File: src/rtl/core/frp_pkg.sv
// ----------------------------------------------------------------------------
// frp_pkg: shared types and constants for the framed packet receiver
// Result codes, reply codes, register indexes and frame position markers.
// ----------------------------------------------------------------------------
package frp_pkg;

	localparam int unsigned POS_W = 14;
	localparam int unsigned LEN_W = 13;
	localparam int unsigned CFG_IDX_W = 2;

	localparam logic [1:0] KIND_PAYLOAD = 2'd0;
	localparam logic [1:0] KIND_GOOD    = 2'd1;
	localparam logic [1:0] KIND_BAD     = 2'd2;

	localparam logic [1:0] REPLY_NONE = 2'd0;
	localparam logic [1:0] REPLY_ACK  = 2'd1;
	localparam logic [1:0] REPLY_NAK  = 2'd2;

	localparam logic [CFG_IDX_W-1:0] CFG_START_MARKER = 2'd0;
	localparam logic [CFG_IDX_W-1:0] CFG_END_MARKER   = 2'd1;

	localparam logic [7:0] START_MARKER_RST = 8'd2;
	localparam logic [7:0] END_MARKER_RST   = 8'd4;

	localparam logic [POS_W-1:0] POS_IDLE    = 14'd0;
	localparam logic [POS_W-1:0] POS_LEN_LO  = 14'd1;
	localparam logic [POS_W-1:0] POS_LEN_HI  = 14'd2;
	localparam logic [POS_W-1:0] POS_CMD     = 14'd3;
	localparam logic [POS_W-1:0] POS_PAYLOAD = 14'd4;

	typedef struct packed {
		logic [1:0]       kind;
		logic [7:0]       data_byte;
		logic [6:0]       command_code;
		logic [LEN_W-1:0] frame_length;
		logic [1:0]       reply;
	} result_t;

endpackage

File: src/rtl/core/frp_parser.sv
// ----------------------------------------------------------------------------
// frp_parser: frame position tracking and result decode
// Holds the header fields and byte position; decodes one byte per step.
// ----------------------------------------------------------------------------
module frp_parser (
	input  logic                clk,
	input  logic                arst_n,
	input  logic                step,
	input  logic [7:0]          rx_byte,
	input  logic [7:0]          start_marker,
	input  logic [7:0]          end_marker,
	output logic                emit,
	output frp_pkg::result_t    result
);
	import frp_pkg::*;

	logic [POS_W-1:0] pos_q;
	logic [POS_W-1:0] pos_next;
	logic [6:0]       len_lo_q;
	logic [5:0]       len_hi_q;
	logic             ack_q;
	logic [6:0]       cmd_q;
	logic [6:0]       csum_q;
	logic             ld_len_lo;
	logic             ld_len_hi;
	logic             ld_cmd;
	logic             ld_csum;
	logic [LEN_W-1:0] len;
	logic [POS_W-1:0] off;
	logic [POS_W-1:0] len_ext;
	logic [6:0]       sum;
	logic             good;

	assign len     = {len_hi_q, len_lo_q};
	assign len_ext = {1'b0, len};
	assign off     = pos_q - POS_PAYLOAD;
	assign sum     = len_lo_q + {ack_q, len_hi_q} + cmd_q;
	assign good    = (sum == csum_q);

	always_comb begin
		pos_next             = pos_q;
		emit                 = 1'b0;
		ld_len_lo            = 1'b0;
		ld_len_hi            = 1'b0;
		ld_cmd               = 1'b0;
		ld_csum              = 1'b0;
		result.kind          = KIND_PAYLOAD;
		result.data_byte     = 8'd0;
		result.command_code  = cmd_q;
		result.frame_length  = len;
		result.reply         = REPLY_NONE;
		if (pos_q == POS_IDLE) begin
			if (rx_byte == start_marker) pos_next = POS_LEN_LO;
		end else if (pos_q == POS_LEN_LO) begin
			ld_len_lo = 1'b1;
			pos_next  = POS_LEN_HI;
		end else if (pos_q == POS_LEN_HI) begin
			ld_len_hi = 1'b1;
			pos_next  = POS_CMD;
		end else if (pos_q == POS_CMD) begin
			ld_cmd   = 1'b1;
			pos_next = POS_PAYLOAD;
		end else if (off < len_ext) begin
			emit             = 1'b1;
			result.data_byte = rx_byte;
			pos_next         = pos_q + 14'd1;
		end else if (off == len_ext) begin
			ld_csum  = 1'b1;
			pos_next = pos_q + 14'd1;
		end else if (off == len_ext + 14'd1) begin
			if (rx_byte == end_marker) begin
				emit        = 1'b1;
				result.kind = good ? KIND_GOOD : KIND_BAD;
				if (ack_q) result.reply = good ? REPLY_ACK : REPLY_NAK;
				pos_next    = POS_IDLE;
			end
		end else begin
			pos_next = POS_IDLE;
		end
	end

	always_ff @(posedge clk or negedge arst_n) begin
		if (!arst_n) begin
			pos_q    <= POS_IDLE;
			len_lo_q <= '0;
			len_hi_q <= '0;
			ack_q    <= 1'b0;
			cmd_q    <= '0;
			csum_q   <= '0;
		end else if (step) begin
			pos_q <= pos_next;
			if (ld_len_lo) len_lo_q <= rx_byte[6:0];
			if (ld_len_hi) begin
				len_hi_q <= rx_byte[5:0];
				ack_q    <= rx_byte[6];
			end
			if (ld_cmd) cmd_q <= rx_byte[6:0];
			if (ld_csum) csum_q <= rx_byte[6:0];
		end
	end

endmodule

File: src/rtl/core/framed_packet_receiver_unit.sv
// ----------------------------------------------------------------------------
// framed_packet_receiver_unit: length-prefixed frame receiver, additive checksum
// Input register, decode, result register; one beat per cycle unless stalled.
// Throughput is set by the one-byte decode between the input and result
// registers; a byte that yields no result never waits on the output.
// Reset clears frame position, header fields and valid flags, and loads the
// marker registers with their defaults.
// ----------------------------------------------------------------------------
module framed_packet_receiver_unit (
	input  logic                          clk,
	input  logic                          arst_n,
	input  logic                          in_valid,
	output logic                          in_ready,
	input  logic [7:0]                    rx_byte,
	input  logic                          cfg_valid,
	output logic                          cfg_ready,
	input  logic [frp_pkg::CFG_IDX_W-1:0] cfg_index,
	input  logic [7:0]                    cfg_data,
	output logic                          out_valid,
	input  logic                          out_ready,
	output logic [1:0]                    kind,
	output logic [7:0]                    data_byte,
	output logic [6:0]                    command_code,
	output logic [frp_pkg::LEN_W-1:0]     frame_length,
	output logic [1:0]                    reply
);
	import frp_pkg::*;

	logic [7:0] start_marker_q;
	logic [7:0] end_marker_q;
	logic       valid_s1;
	logic [7:0] byte_s1;
	logic       emit;
	logic       advance;
	logic       out_free;
	result_t    result;
	logic       valid_s2;
	result_t    result_s2;

	assign cfg_ready = 1'b1;
	assign out_free  = !valid_s2 || out_ready;
	assign advance   = valid_s1 && (!emit || out_free);
	assign in_ready  = !valid_s1 || advance;

	always_ff @(posedge clk or negedge arst_n) begin
		if (!arst_n) begin
			start_marker_q <= START_MARKER_RST;
			end_marker_q   <= END_MARKER_RST;
		end else if (cfg_valid) begin
			if (cfg_index == CFG_START_MARKER) start_marker_q <= cfg_data;
			if (cfg_index == CFG_END_MARKER) end_marker_q <= cfg_data;
		end
	end

	always_ff @(posedge clk or negedge arst_n) begin
		if (!arst_n) begin
			valid_s1 <= 1'b0;
		end else if (in_ready) begin
			valid_s1 <= in_valid;
		end
	end

	always_ff @(posedge clk) begin
		if (in_ready && in_valid) byte_s1 <= rx_byte;
	end

	frp_parser u_parser (
		.clk          (clk),
		.arst_n       (arst_n),
		.step         (advance),
		.rx_byte      (byte_s1),
		.start_marker (start_marker_q),
		.end_marker   (end_marker_q),
		.emit         (emit),
		.result       (result)
	);

	always_ff @(posedge clk or negedge arst_n) begin
		if (!arst_n) begin
			valid_s2 <= 1'b0;
		end else if (advance && emit) begin
			valid_s2 <= 1'b1;
		end else if (out_ready) begin
			valid_s2 <= 1'b0;
		end
	end

	always_ff @(posedge clk) begin
		if (advance && emit) result_s2 <= result;
	end

	assign out_valid    = valid_s2;
	assign kind         = result_s2.kind;
	assign data_byte    = result_s2.data_byte;
	assign command_code = result_s2.command_code;
	assign frame_length = result_s2.frame_length;
	assign reply        = result_s2.reply;

endmodule

File: config.mk
export PLATFORM = sky130hd
export DESIGN_NAME = framed_packet_receiver_unit
export DESIGN_NICKNAME = d
export VERILOG_FILES = /design/src/rtl/core/frp_pkg.sv /design/src/rtl/core/frp_parser.sv /design/src/rtl/core/framed_packet_receiver_unit.sv
export SDC_FILE = /design/constraint.sdc
export NUM_CORES = 1
export LEC_CHECK = 0
export BUFFER_PORTS_ARGS = -buffer_cell sky130_fd_sc_hd__buf_4
export CAP_MARGIN = 20
export CORE_ASPECT_RATIO = 0.75
export CORE_UTILIZATION = 40
export DETAILED_ROUTE_END_ITERATION = 10
export GPL_TIMING_DRIVEN = 0
export SKIP_CTS_REPAIR_TIMING = 1
export SLEW_MARGIN = 15
export SYNTH_ARGS = -nofsm -noshare
export SYNTH_HDL_FRONTEND = slang
export SYNTH_HIERARCHICAL = 1
export SYNTH_SLANG_ARGS = --single-unit
export TNS_END_PERCENT = 50
File: constraint.sdc
create_clock -name clk -period 8.95 [get_ports clk]
set_input_delay 1.79 -clock clk [delete_from_list [all_inputs] [get_ports clk]]
set_output_delay 1.79 -clock clk [all_outputs]
set_load 0.01 [all_outputs]
==> results.yml, run 1 <==
grt:
  global_route.usage.total_pct: 18.4
  grt_pass1_vias: 3938
  pin_count_of_the_biggest_net_entering_global_routing: 61
  grt_overflow_total: 0
  grt_first_pass_wirelength_um: 20700
  antenna_found_initial: 0
critical_path:
  slowest_stage: "dfrtp_1"
  timing.critical_path.cells: "buf_6, inv_1, ha_1, nor2b_1, nand3_1, xor2_1, inv_1, ha_1, nand3_1, or2_2, nor3_1, nor2_1, a31oi_1, nand4b_1, a21oi_1, nand4b_1, buf_4"
  worstSetupStartpointType: "flip-flop"
  path_class: "flip-flop to output port"
  cp_slowest_stage_delay_ns: 0.39
  timing.critical_path.arrival_ns: 4.25
  worst-path-max-fanout: 7
  critPathRequiredTime_ns: 7.16
  worst_setup_path_end_kind: "output port"
outcome:
  outcome: "completed"
timing:
  finalWorstPathRequiredPeriod_ns: 6.04
  timing.setup.tns_ns: 0
  rsz0062_at_grt: "false"
  report.final.slew_viol_count: 0
  final.setup_skew_ns: 0.00899
  final_setup_violations: 0
  timing.fmax_mhz: 166
  max_slew.worst_pin.slew_ns: 0.798
  slew-limit-headroom_pct: 46.8
  report.final.hold_viol_count: 0
  tcrit_tclk_final_pct: 67.5
clocking:
  clockBufferDepth: 2
  tritoncts_num_sinks: 100
  tritoncts: "yes"
  cts.htree.levels: 3
  cts_root_buf: "clkbuf_16"
  clk_pin_slew_worst_paths_ns: 0.07
  cts_inserted_buffers: 9
  clock_latency_ns: 0.35
place:
  dp_hpwl_um: 9270
  place_congestion: 0.805
  placement.io_buffers: 56
yosys:
  postSynthAreaPerCell_um2: 11.8
  leading_cell_types_by_count_after_synthesis: "58 x dfrtp_1, 46 x mux2_2, 46 x xnor2_1"
  post-synth-top-area-cell: "dfrtp_1"
  yosys.cell_types.count: 58
  synth_edf_count: 40
  synth_most_common_cell: "dfrtp_1"
  yosys_warnings: 6
  proportion_of_synthesized_chip_area_in_sequential_cells_pct: 47.7
  synth.area.top_cells: "dfrtp_1 26%, edfxtp_1 21%, mux2_2 9.1%"
  syn-instance-count: 481
  synth.net_count: 536
  ys_seq_elements: 100
  syn_area_mm2: 0.00568
  synth_top_area_share_pct: 25.6
  synthArstFlopShare_pct: 60.0
  postSynth.topFlopCell: "dfrtp_1"
die:
  total_die_area_mm2: 0.0147
  initial_core_util_pct: 41.1
  chipWidth_um: 140
  floorplan.rows: 37
  chipHeight_um: 105
  ioPinCount: 58
  coreArea_mm2: 0.0138
power_and_ir_drop:
  power_density_mw_per_mm2: 280
  total_power_uw: 1850
  ir_drop_uv: 120
  p_leak_uw: 0.00275
final_layout:
  synthToLayoutAreaGrowth_pct: 16.7
  drive_above_1_share_pct: 25.6
  antenna_cells: 0
  final_net_count: 604
job:
  cap_viol_max_count: 0
min_path:
  worstHoldPathType: "flip-flop to flip-flop"
drt:
  avgViaCountPerCell: 5.28
  remaining_drc_errors: 0
  routedWlPerCell_um: 17.3
  firstDrtPassIters: 5
  first_iter_violations: 187
  routed_wirelength_um: 12600
  route.vias.total: 3852
  ant_nets: 0
[registers in the layout, indices dropped and copies added (netlist names), 7 cells and up]
name	cells
data_byte	8
byte_s1	8
u_parser/len_lo_q	7
u_parser/pos_q	14
start_marker_q	8
u_parser/cmd_q	7
u_parser/csum_q	7
frame_length	13
end_marker_q	8
command_code	7
[layout by cell type (no fill, tap or decap), types with 3 or more instances in the layout]
cell type,synthesis,final
clkbuf_1,16,16
and2_1,14,14
nand4_1,15,15
xor2_1,8,8
nor3b_1,3,3
o21bai_1,3,3
o31ai_1,15,15
dfrtp_1,58,58
a31oi_1,3,3
nor4_1,3,3
nor3_1,10,10
xnor2_1,46,46
or2_2,4,4
nand2_1,17,17
a21o_1,6,6
or3_1,5,5
ha_1,25,25
a21oi_1,11,11
edfxtp_1,40,40
buf_2,4,4
buf_4,2,58
nor2b_1,7,7
nand4b_1,3,3
and3_1,5,5
fa_1,7,7
and4_1,3,3
nor2_1,18,17
nand2b_1,4,4
o21ai_0,9,9
o21a_1,3,3
inv_1,22,22
nand3_1,14,14
mux2_2,46,46
clkbuf_16,0,9
[layout make-up]
type	count	area, um^2
clock buffer	9	225
sequential	100	2710
tap	175	219
buffer	23	106
multi-input combinational	336	2790
timing repair buffer	57	440
clock inverter	7	57.6
fill	1284	7170
inverter	22	82.6
[kinds of logic (layout without fill, tap and decap cells)]
logic type,count (synthesis),after routing,share of synthesized area (%)
AO/OA/AOI/OAI,62,62,7.47
XOR/XNOR,57,57,9.41
adder cells (fa/ha/maj),32,32,7.98
buffers and inverters,45,118,3.33
flip-flops,100,100,47.7
multiplexers,48,48,9.48
other,1,1,0.0661
AND/OR/NAND/NOR,136,136,14.6
[critical path: cells and delay by family (launching register included)]
kind,cells,cell delay (ns)
AO/OA/AOI/OAI,2,0.48
XOR/XNOR,1,0.29
flip-flops,1,0.39
adder cells (fa/ha/maj),2,0.52
AND/OR/NAND/NOR,8,1.72
buffers and inverters,4,0.51
[layer usage]
metal / wire length, um / track usage (%)
met5: 0 / 0
met3: 509 / 3.48
met4: 144 / 5.26
met2: 5550 / 28.2
met1: 6380 / 26.3
[through the flow]
step / std cells / instance area (um^2) / worst slack [ns] / util, % / hold WS (ns)
after floorplan: 481 / 5680 / 4.20 / - / 0.461
after global placement: 712 / 6310 / 3.14 / 45.8 / 0.477
after detailed placement: 713 / 6340 / 3.32 / 46.0 / 0.485
after CTS: 729 / 6630 / 2.89 / 48.0 / 0.500
after global routing: 729 / 6630 / 2.53 / 48.0 / 0.502
final: 729 / 6630 / 2.91 / 48.0 / 0.496
[path summary, 6_finish.rpt]
kind	start	to	slack, ns	depth (start not counted)
worst max-delay path	u_parser/pos_q[2]	in_ready	2.91	17
worst max register to register	u_parser/pos_q[2]	u_parser/pos_q[11]	3.45	20
min in group asynchronous	arst_n	u_parser/len_hi_q[4]	1.52	1
worst min-delay path	u_parser/cmd_q[4]	command_code[4]	0.50	0
worst min register to register	u_parser/cmd_q[4]	command_code[4]	0.50	0
max in group asynchronous	arst_n	u_parser/pos_q[9]	6.90	1
[where the power goes]
part           switching [uW]  internal, uW
Clock                     184           193
Sequential                115           562
Combinational             394           405
Total                     692          1160
Power figures use the tool's default switching activity.
==> inputs of run 2 (changes only) <==
--- a/config.mk
+++ b/config.mk
@@ -5,6 +5,7 @@
 export SDC_FILE = /design/constraint.sdc
 export NUM_CORES = 1
 export LEC_CHECK = 0
+export ABC_AREA = 1
 export BUFFER_PORTS_ARGS = -buffer_cell sky130_fd_sc_hd__buf_4
 export CAP_MARGIN = 20
 export CORE_ASPECT_RATIO = 0.75
==> constraint.sdc (replaced) <==
create_clock -name clk -period 5 [get_ports clk]
set_input_delay 1 -clock clk [delete_from_list [all_inputs] [get_ports clk]]
set_output_delay 1 -clock clk [all_outputs]
set_load 0.01 [all_outputs]
==> results.yml, run 2 <==
clocking:
  cts_root_buf: "clkbuf_16"
  clock_latency_ns: 0.34
  cts_inserted_buffers: 9
  tritoncts: "yes"
  clk_pin_slew_worst_paths_ns: 0.07
  tritoncts_num_sinks: 100
  clockBufferDepth: 2
  cts.htree.levels: 3
timing:
  tcrit_tclk_final_pct: 94.0
  final.hold.worst_slack_ns: 0.474
  report.final.hold_viol_count: 0
  finalWorstPathRequiredPeriod_ns: 4.70
  report.final.slew_viol_count: 0
  final.setup_skew_ns: 0.00840
  max_slew.worst_pin.slew_ns: 0.796
  timing.setup.tns_ns: 0
  timing.fmax_mhz: 213
  final_setup_violations: 0
  rsz0062_at_grt: "false"
  slew-limit-headroom_pct: 47.0
die:
  chipWidth_um: 145
  chipHeight_um: 109
  initial_core_util_pct: 41.6
  floorplan.rows: 38
  ioPinCount: 58
  coreArea_mm2: 0.0147
  total_die_area_mm2: 0.0159
drt:
  avgViaCountPerCell: 5.16
  firstDrtPassIters: 5
  ant_nets: 0
  first_iter_violations: 420
  route.vias.total: 5277
  routedWlPerCell_um: 15.2
  remaining_drc_errors: 0
  routed_wirelength_um: 15600
place:
  place_congestion: 0.844
  dp_hpwl_um: 11900
  placement.io_buffers: 54
min_path:
  hold-path-endpoint: "end_marker_q[2]"
  worstHoldPathType: "flip-flop to flip-flop"
  timing.hold.worst_path_depth: 2
  hp-start: "end_marker_q[2]"
yosys:
  yosys.cell_types.count: 45
  synth_most_common_cell: "nand2_1"
  yosys_warnings: 6
  leading_cell_types_by_count_after_synthesis: "232 x nand2_1, 79 x inv_1, 72 x nand3_1"
  synth.area.top_cells: "dfrtp_1 24%, edfxtp_1 20%, nand2_1 14%"
  syn-instance-count: 753
  synthArstFlopShare_pct: 60.0
  syn_area_mm2: 0.00614
  ys_seq_elements: 100
  synth_top_area_share_pct: 23.6
  postSynth.topFlopCell: "dfrtp_1"
  synth.net_count: 808
  synth_edf_count: 40
  proportion_of_synthesized_chip_area_in_sequential_cells_pct: 44.1
  post-synth-top-area-cell: "dfrtp_1"
  postSynthAreaPerCell_um2: 8.15
grt:
  grt_first_pass_wirelength_um: 25800
  grt_overflow_total: 0
  grt_pass1_vias: 5045
  antenna_found_initial: 0
  global_route.usage.total_pct: 21.1
  pin_count_of_the_biggest_net_entering_global_routing: 61
critical_path:
  r2r_cells: 24
  worstSetupStartpointType: "flip-flop"
  timing.critical_path.arrival_ns: 3.70
  critical_path.top_delay_family: "simple AND/OR/NAND/NOR gates"
  slowest_stage: "dfrtp_1"
  timing.critical_path.cells: "inv_2, ha_1, nand3_1, inv_2, nand2_1, nand2_1, inv_2, ha_1, nand2_1, nor2_1, nand3_1, clkbuf_4, nand3_1, inv_1, nand2_1, a21oi_4, nand4_1, buf_4"
  path_class: "flip-flop to output port"
  rr_startpoint: "u_parser/pos_q[2]"
  worst-r2r-setup-slack_ns: 0.48
  path_common_cell: "nand2_1"
  worst_setup_path_end_kind: "output port"
  cp_slowest_stage_delay_ns: 0.49
  worst-path-max-fanout: 10
  crit_buf_inv: 6
  critPathRequiredTime_ns: 4.00
  worst_r2r_endpoint: "u_parser/pos_q[4]"
power_and_ir_drop:
  p_leak_uw: 0.00337
  power_density_mw_per_mm2: 433
  ir_drop_uv: 184
final_layout:
  final_common_cell: "nand2_1"
  final_net_count: 872
  drive_above_1_share_pct: 15.0
  synthToLayoutAreaGrowth_pct: 15.6
  final_cell_mix: "232 x nand2_1, 77 x inv_1, 72 x nand3_1, 58 x dfrtp_1, 55 x buf_4"
  antenna_cells: 0
  largest_reg_flops: 14
  largest_register: "u_parser/pos_q"
job:
  cap_viol_max_count: 0
outcome:
  outcome: "completed"
run 2: cell types whose count changed in the layout (fill, tap and decap cells not counted), sizes merged, moves of 15 or more:
cell	previous run	this run
nand2	17	241
nand3	14	74
inv	25	84
mux2	46	0
nor2	18	58
xnor2	46	14
o21ai	10	39
o31ai	15	0
run 2: how the worst max path moves through the flow:
stage,start,endpoint,depth (start not counted)
after floorplan,u_parser/pos_q[2],in_ready,17
after global placement,u_parser/pos_q[2],u_parser/pos_q[4],22
after global routing,u_parser/pos_q[2],in_ready,18
final,u_parser/pos_q[2],in_ready,18
after detailed placement,u_parser/pos_q[2],u_parser/pos_q[4],22
after CTS,u_parser/pos_q[2],in_ready,18
run 2: power breakdown:
group	total, uW	leakage (uW)	switching, uW	internal (uW)
Sequential	1170	0.00113	201	972
Combinational	1210	0.00210	741	471
Clock	690	0.000142	300	391
run 2: cell families after synthesis:
kind of cell / Yosys count / synth area share, %
and+or+nand+nor: 423 / 31.3
buffers and inverters: 100 / 7.03
DFF: 100 / 44.1
AOI/OAI and AO/OA: 67 / 5.87
adders and majority gates: 32 / 7.38
xor gates and xnor gates: 30 / 4.28
other: 1 / 0.0611
run 2: area by class of cell:
class | count | area [um^2]
Buffer | 16 | 116
Clock buffer | 11 | 233
Clock inverter | 5 | 60.1
Fill cell | 1457 | 7640
Inverter | 83 | 314
Multi-Input combinational cell | 553 | 3010
Sequential cell | 100 | 2710
Tap cell | 200 | 250
Timing Repair Buffer | 54 | 405
run 2: metrics by stage:
stage / worst slack, ns / power [uW] / util (%) / area, um^2 / cells
final: 0.301 / 3070 / 48.1 / 7100 / 1022
after global routing: 0.00490 / 3330 / 48.1 / 7100 / 1022
after CTS: 0.00499 / 3090 / 48.1 / 7090 / 1023
after detailed placement: 0.269 / 2380 / 46.1 / 6790 / 1007
after global placement: 0.317 / 2330 / 46.1 / 6790 / 1007
after floorplan: 1.36 / 2040 / - / 6140 / 753
run 2: worst register-to-register path: cells and delay by family, from the launching register on:
family                   cells  cell delay [ns]
AND/OR/NAND/NOR             12             1.54
buffers and inverters        7             1.15
AO/OA/AOI/OAI                3             0.75
adder cells (fa/ha/maj)      2             0.51
flip-flops                   1             0.49
run 2: layer usage:
metal	routed length, um	track usage [%]	share of wire [%]
met2	6790	32.8	44
met4	157	6.31	1.0
met3	900	3.68	5.8
met5	0	0	0
met1	7740	30.1	50
==> inputs of run 3 (changes only) <==
--- a/config.mk
+++ b/config.mk
@@ -5,7 +5,7 @@
 export SDC_FILE = /design/constraint.sdc
 export NUM_CORES = 1
 export LEC_CHECK = 0
-export ABC_AREA = 1
+export ABC_AREA = 0
 export BUFFER_PORTS_ARGS = -buffer_cell sky130_fd_sc_hd__buf_4
 export CAP_MARGIN = 20
 export CORE_ASPECT_RATIO = 0.75
==> results.yml, run 3 (synthesis gave the netlist of run 1 again) <==
drt:
  routedWlPerCell_um: 17.3
  avgViaCountPerCell: 5.27
  ant_nets: 0
  firstDrtPassIters: 4
  remaining_drc_errors: 0
  routed_wirelength_um: 12700
  first_iter_violations: 185
  route.vias.total: 3855
final_layout:
  post_layout_nonfiller_instances: 732
  drive_above_1_share_pct: 27.8
  filler_cell_count: 1266
  final_cell_mix: "62 x buf_4, 58 x dfrtp_1, 46 x mux2_2, 45 x xnor2_1, 40 x edfxtp_1"
  antenna_cells: 0
  synthToLayoutAreaGrowth_pct: 18.3
  final_area_mm2: 0.00671
  largest_register: "u_parser/pos_q"
  final_common_cell: "buf_4"
  largest_reg_flops: 14
  finalCoreUtilization_pct: 48.7
  final_net_count: 607
power_and_ir_drop:
  cell_internal_pwr_uw: 2090
  total_power_uw: 3330
  share_clk_of_total_power_pct: 20.2
  ir_drop_uv: 215
  power_density_mw_per_mm2: 496
  power.switching_uw: 1250
  swShare_pct: 37.4
  seqPwrFrac_pct: 36.4
  combinationalPowerShare_pct: 43.4
  p_leak_uw: 0.00280
place:
  numPlacedInstances: 713
  dpl-instance-area_mm2: 0.00634
  placement.io_buffers: 56
  dp_hpwl_um: 9270
  place_congestion: 0.805
grt:
  grt_first_pass_wirelength_um: 20700
  grt_pass1_vias: 3938
  antenna_found_initial: 0
  grt_overflow_total: 0
  global_route.usage.total_pct: 18.4
  pin_count_of_the_biggest_net_entering_global_routing: 61
timing:
  report.final.slew_viol_count: 0
  report.final.hold_viol_count: 0
  timing.fmax_mhz: 209
  slew-limit-headroom_pct: 46.8
  tcrit_tclk_final_pct: 95.9
  max_slew.worst_pin.slew_ns: 0.798
  final_setup_violations: 0
  finalWorstPathRequiredPeriod_ns: 4.79
  final.setup_skew_ns: 0.00933
critical_path:
  worstSetupStartpointType: "flip-flop"
  timing.critical_path.cells: "buf_6, inv_1, ha_1, nor2b_2, nand3_1, xor2_2, inv_1, ha_1, nand3_1, or2_2, nor3_4, nor2_1, a31oi_2, nand4b_1, a21oi_2, nand4b_1, buf_4"
  slowest_stage: "dfrtp_1"
  worst_setup_path_end_kind: "output port"
  timing.critical_path.arrival_ns: 3.79
  path_class: "flip-flop to output port"
  critPathRequiredTime_ns: 4.00
  cp_slowest_stage_delay_ns: 0.39
  critical_path.top_delay_family: "simple AND/OR/NAND/NOR gates"
  crit_buf_inv: 4
  worst-path-max-fanout: 7
clocking:
  tritoncts: "yes"
  cts_inserted_buffers: 9
  clockBufferDepth: 2
  cts_root_buf: "clkbuf_16"
  clk_pin_slew_worst_paths_ns: 0.07
  clock_latency_ns: 0.35
  tritoncts_num_sinks: 100
  cts.htree.levels: 3
die:
  total_die_area_mm2: 0.0147
  chipHeight_um: 105
  ioPinCount: 58
  initial_core_util_pct: 41.1
  floorplan.rows: 37
  chipWidth_um: 140
  coreArea_mm2: 0.0138
min_path:
  worstHoldPathType: "flip-flop to flip-flop"
job:
  cap_viol_max_count: 0
outcome:
  outcome: "completed"
==> run 3: power groups by stage <==
stage	clock network (uW)	registers [uW]	logic [uW]
floorplan	0	1150	1140
global placement	0	1230	1370
detailed placement	0	1230	1400
CTS	689	1220	1430
global route	721	1240	1620
finish	673	1210	1450
==> run 3: per-stage QoR <==
step	setup WS (ns)	hold slack, ns	TNS [ns]
after floorplan	0.431	0.461	0
after global placement	-0.806	0.477	-31.56
after detailed placement	-0.412	0.485	-7.74
after CTS	-0.478	0.500	-10.64
after global routing	-0.000858	0.502	-0.000858
final	0.206	0.499	0
==> run 3: final cells by class <==
cell class              instances  area [um^2]  share of cell area, %
repair buffers                 61          470                   7.01
inverters                      22         82.6                   1.23
multi-input cells             336         2850                   42.5
clock buffers                   9          225                   3.35
plain buffers                  22          103                   1.53
flip-flops and latches        100         2710                   40.3
clock inverters                 7         57.6                  0.857
well taps                     175          219                   3.26
==> run 3: worst paths after layout <==
check                                  startpoint              endpoint  slack (ns)  depth (start not counted)
worst max-delay path            u_parser/pos_q[2]              in_ready        0.21                         17
worst min-delay path            u_parser/cmd_q[4]       command_code[4]        0.50                          0
worst max register to register  u_parser/pos_q[2]    u_parser/pos_q[11]        0.39                         20
worst min register to register  u_parser/cmd_q[4]       command_code[4]        0.50                          0
max in group asynchronous                  arst_n     u_parser/pos_q[9]        3.74                          1
min in group asynchronous                  arst_n  u_parser/len_hi_q[4]        0.73                          1
==> run 3: layer usage <==
metal,wire length (um),share of wire [%],global-route usage [%],vias to the layer above
li1,-,-,-,1864
met1,6380,50,26.3,1895
met2,5650,45,28.2,83
met3,489,3.9,3.48,13
met4,140,1.1,5.26,0
met5,0,0,0,-
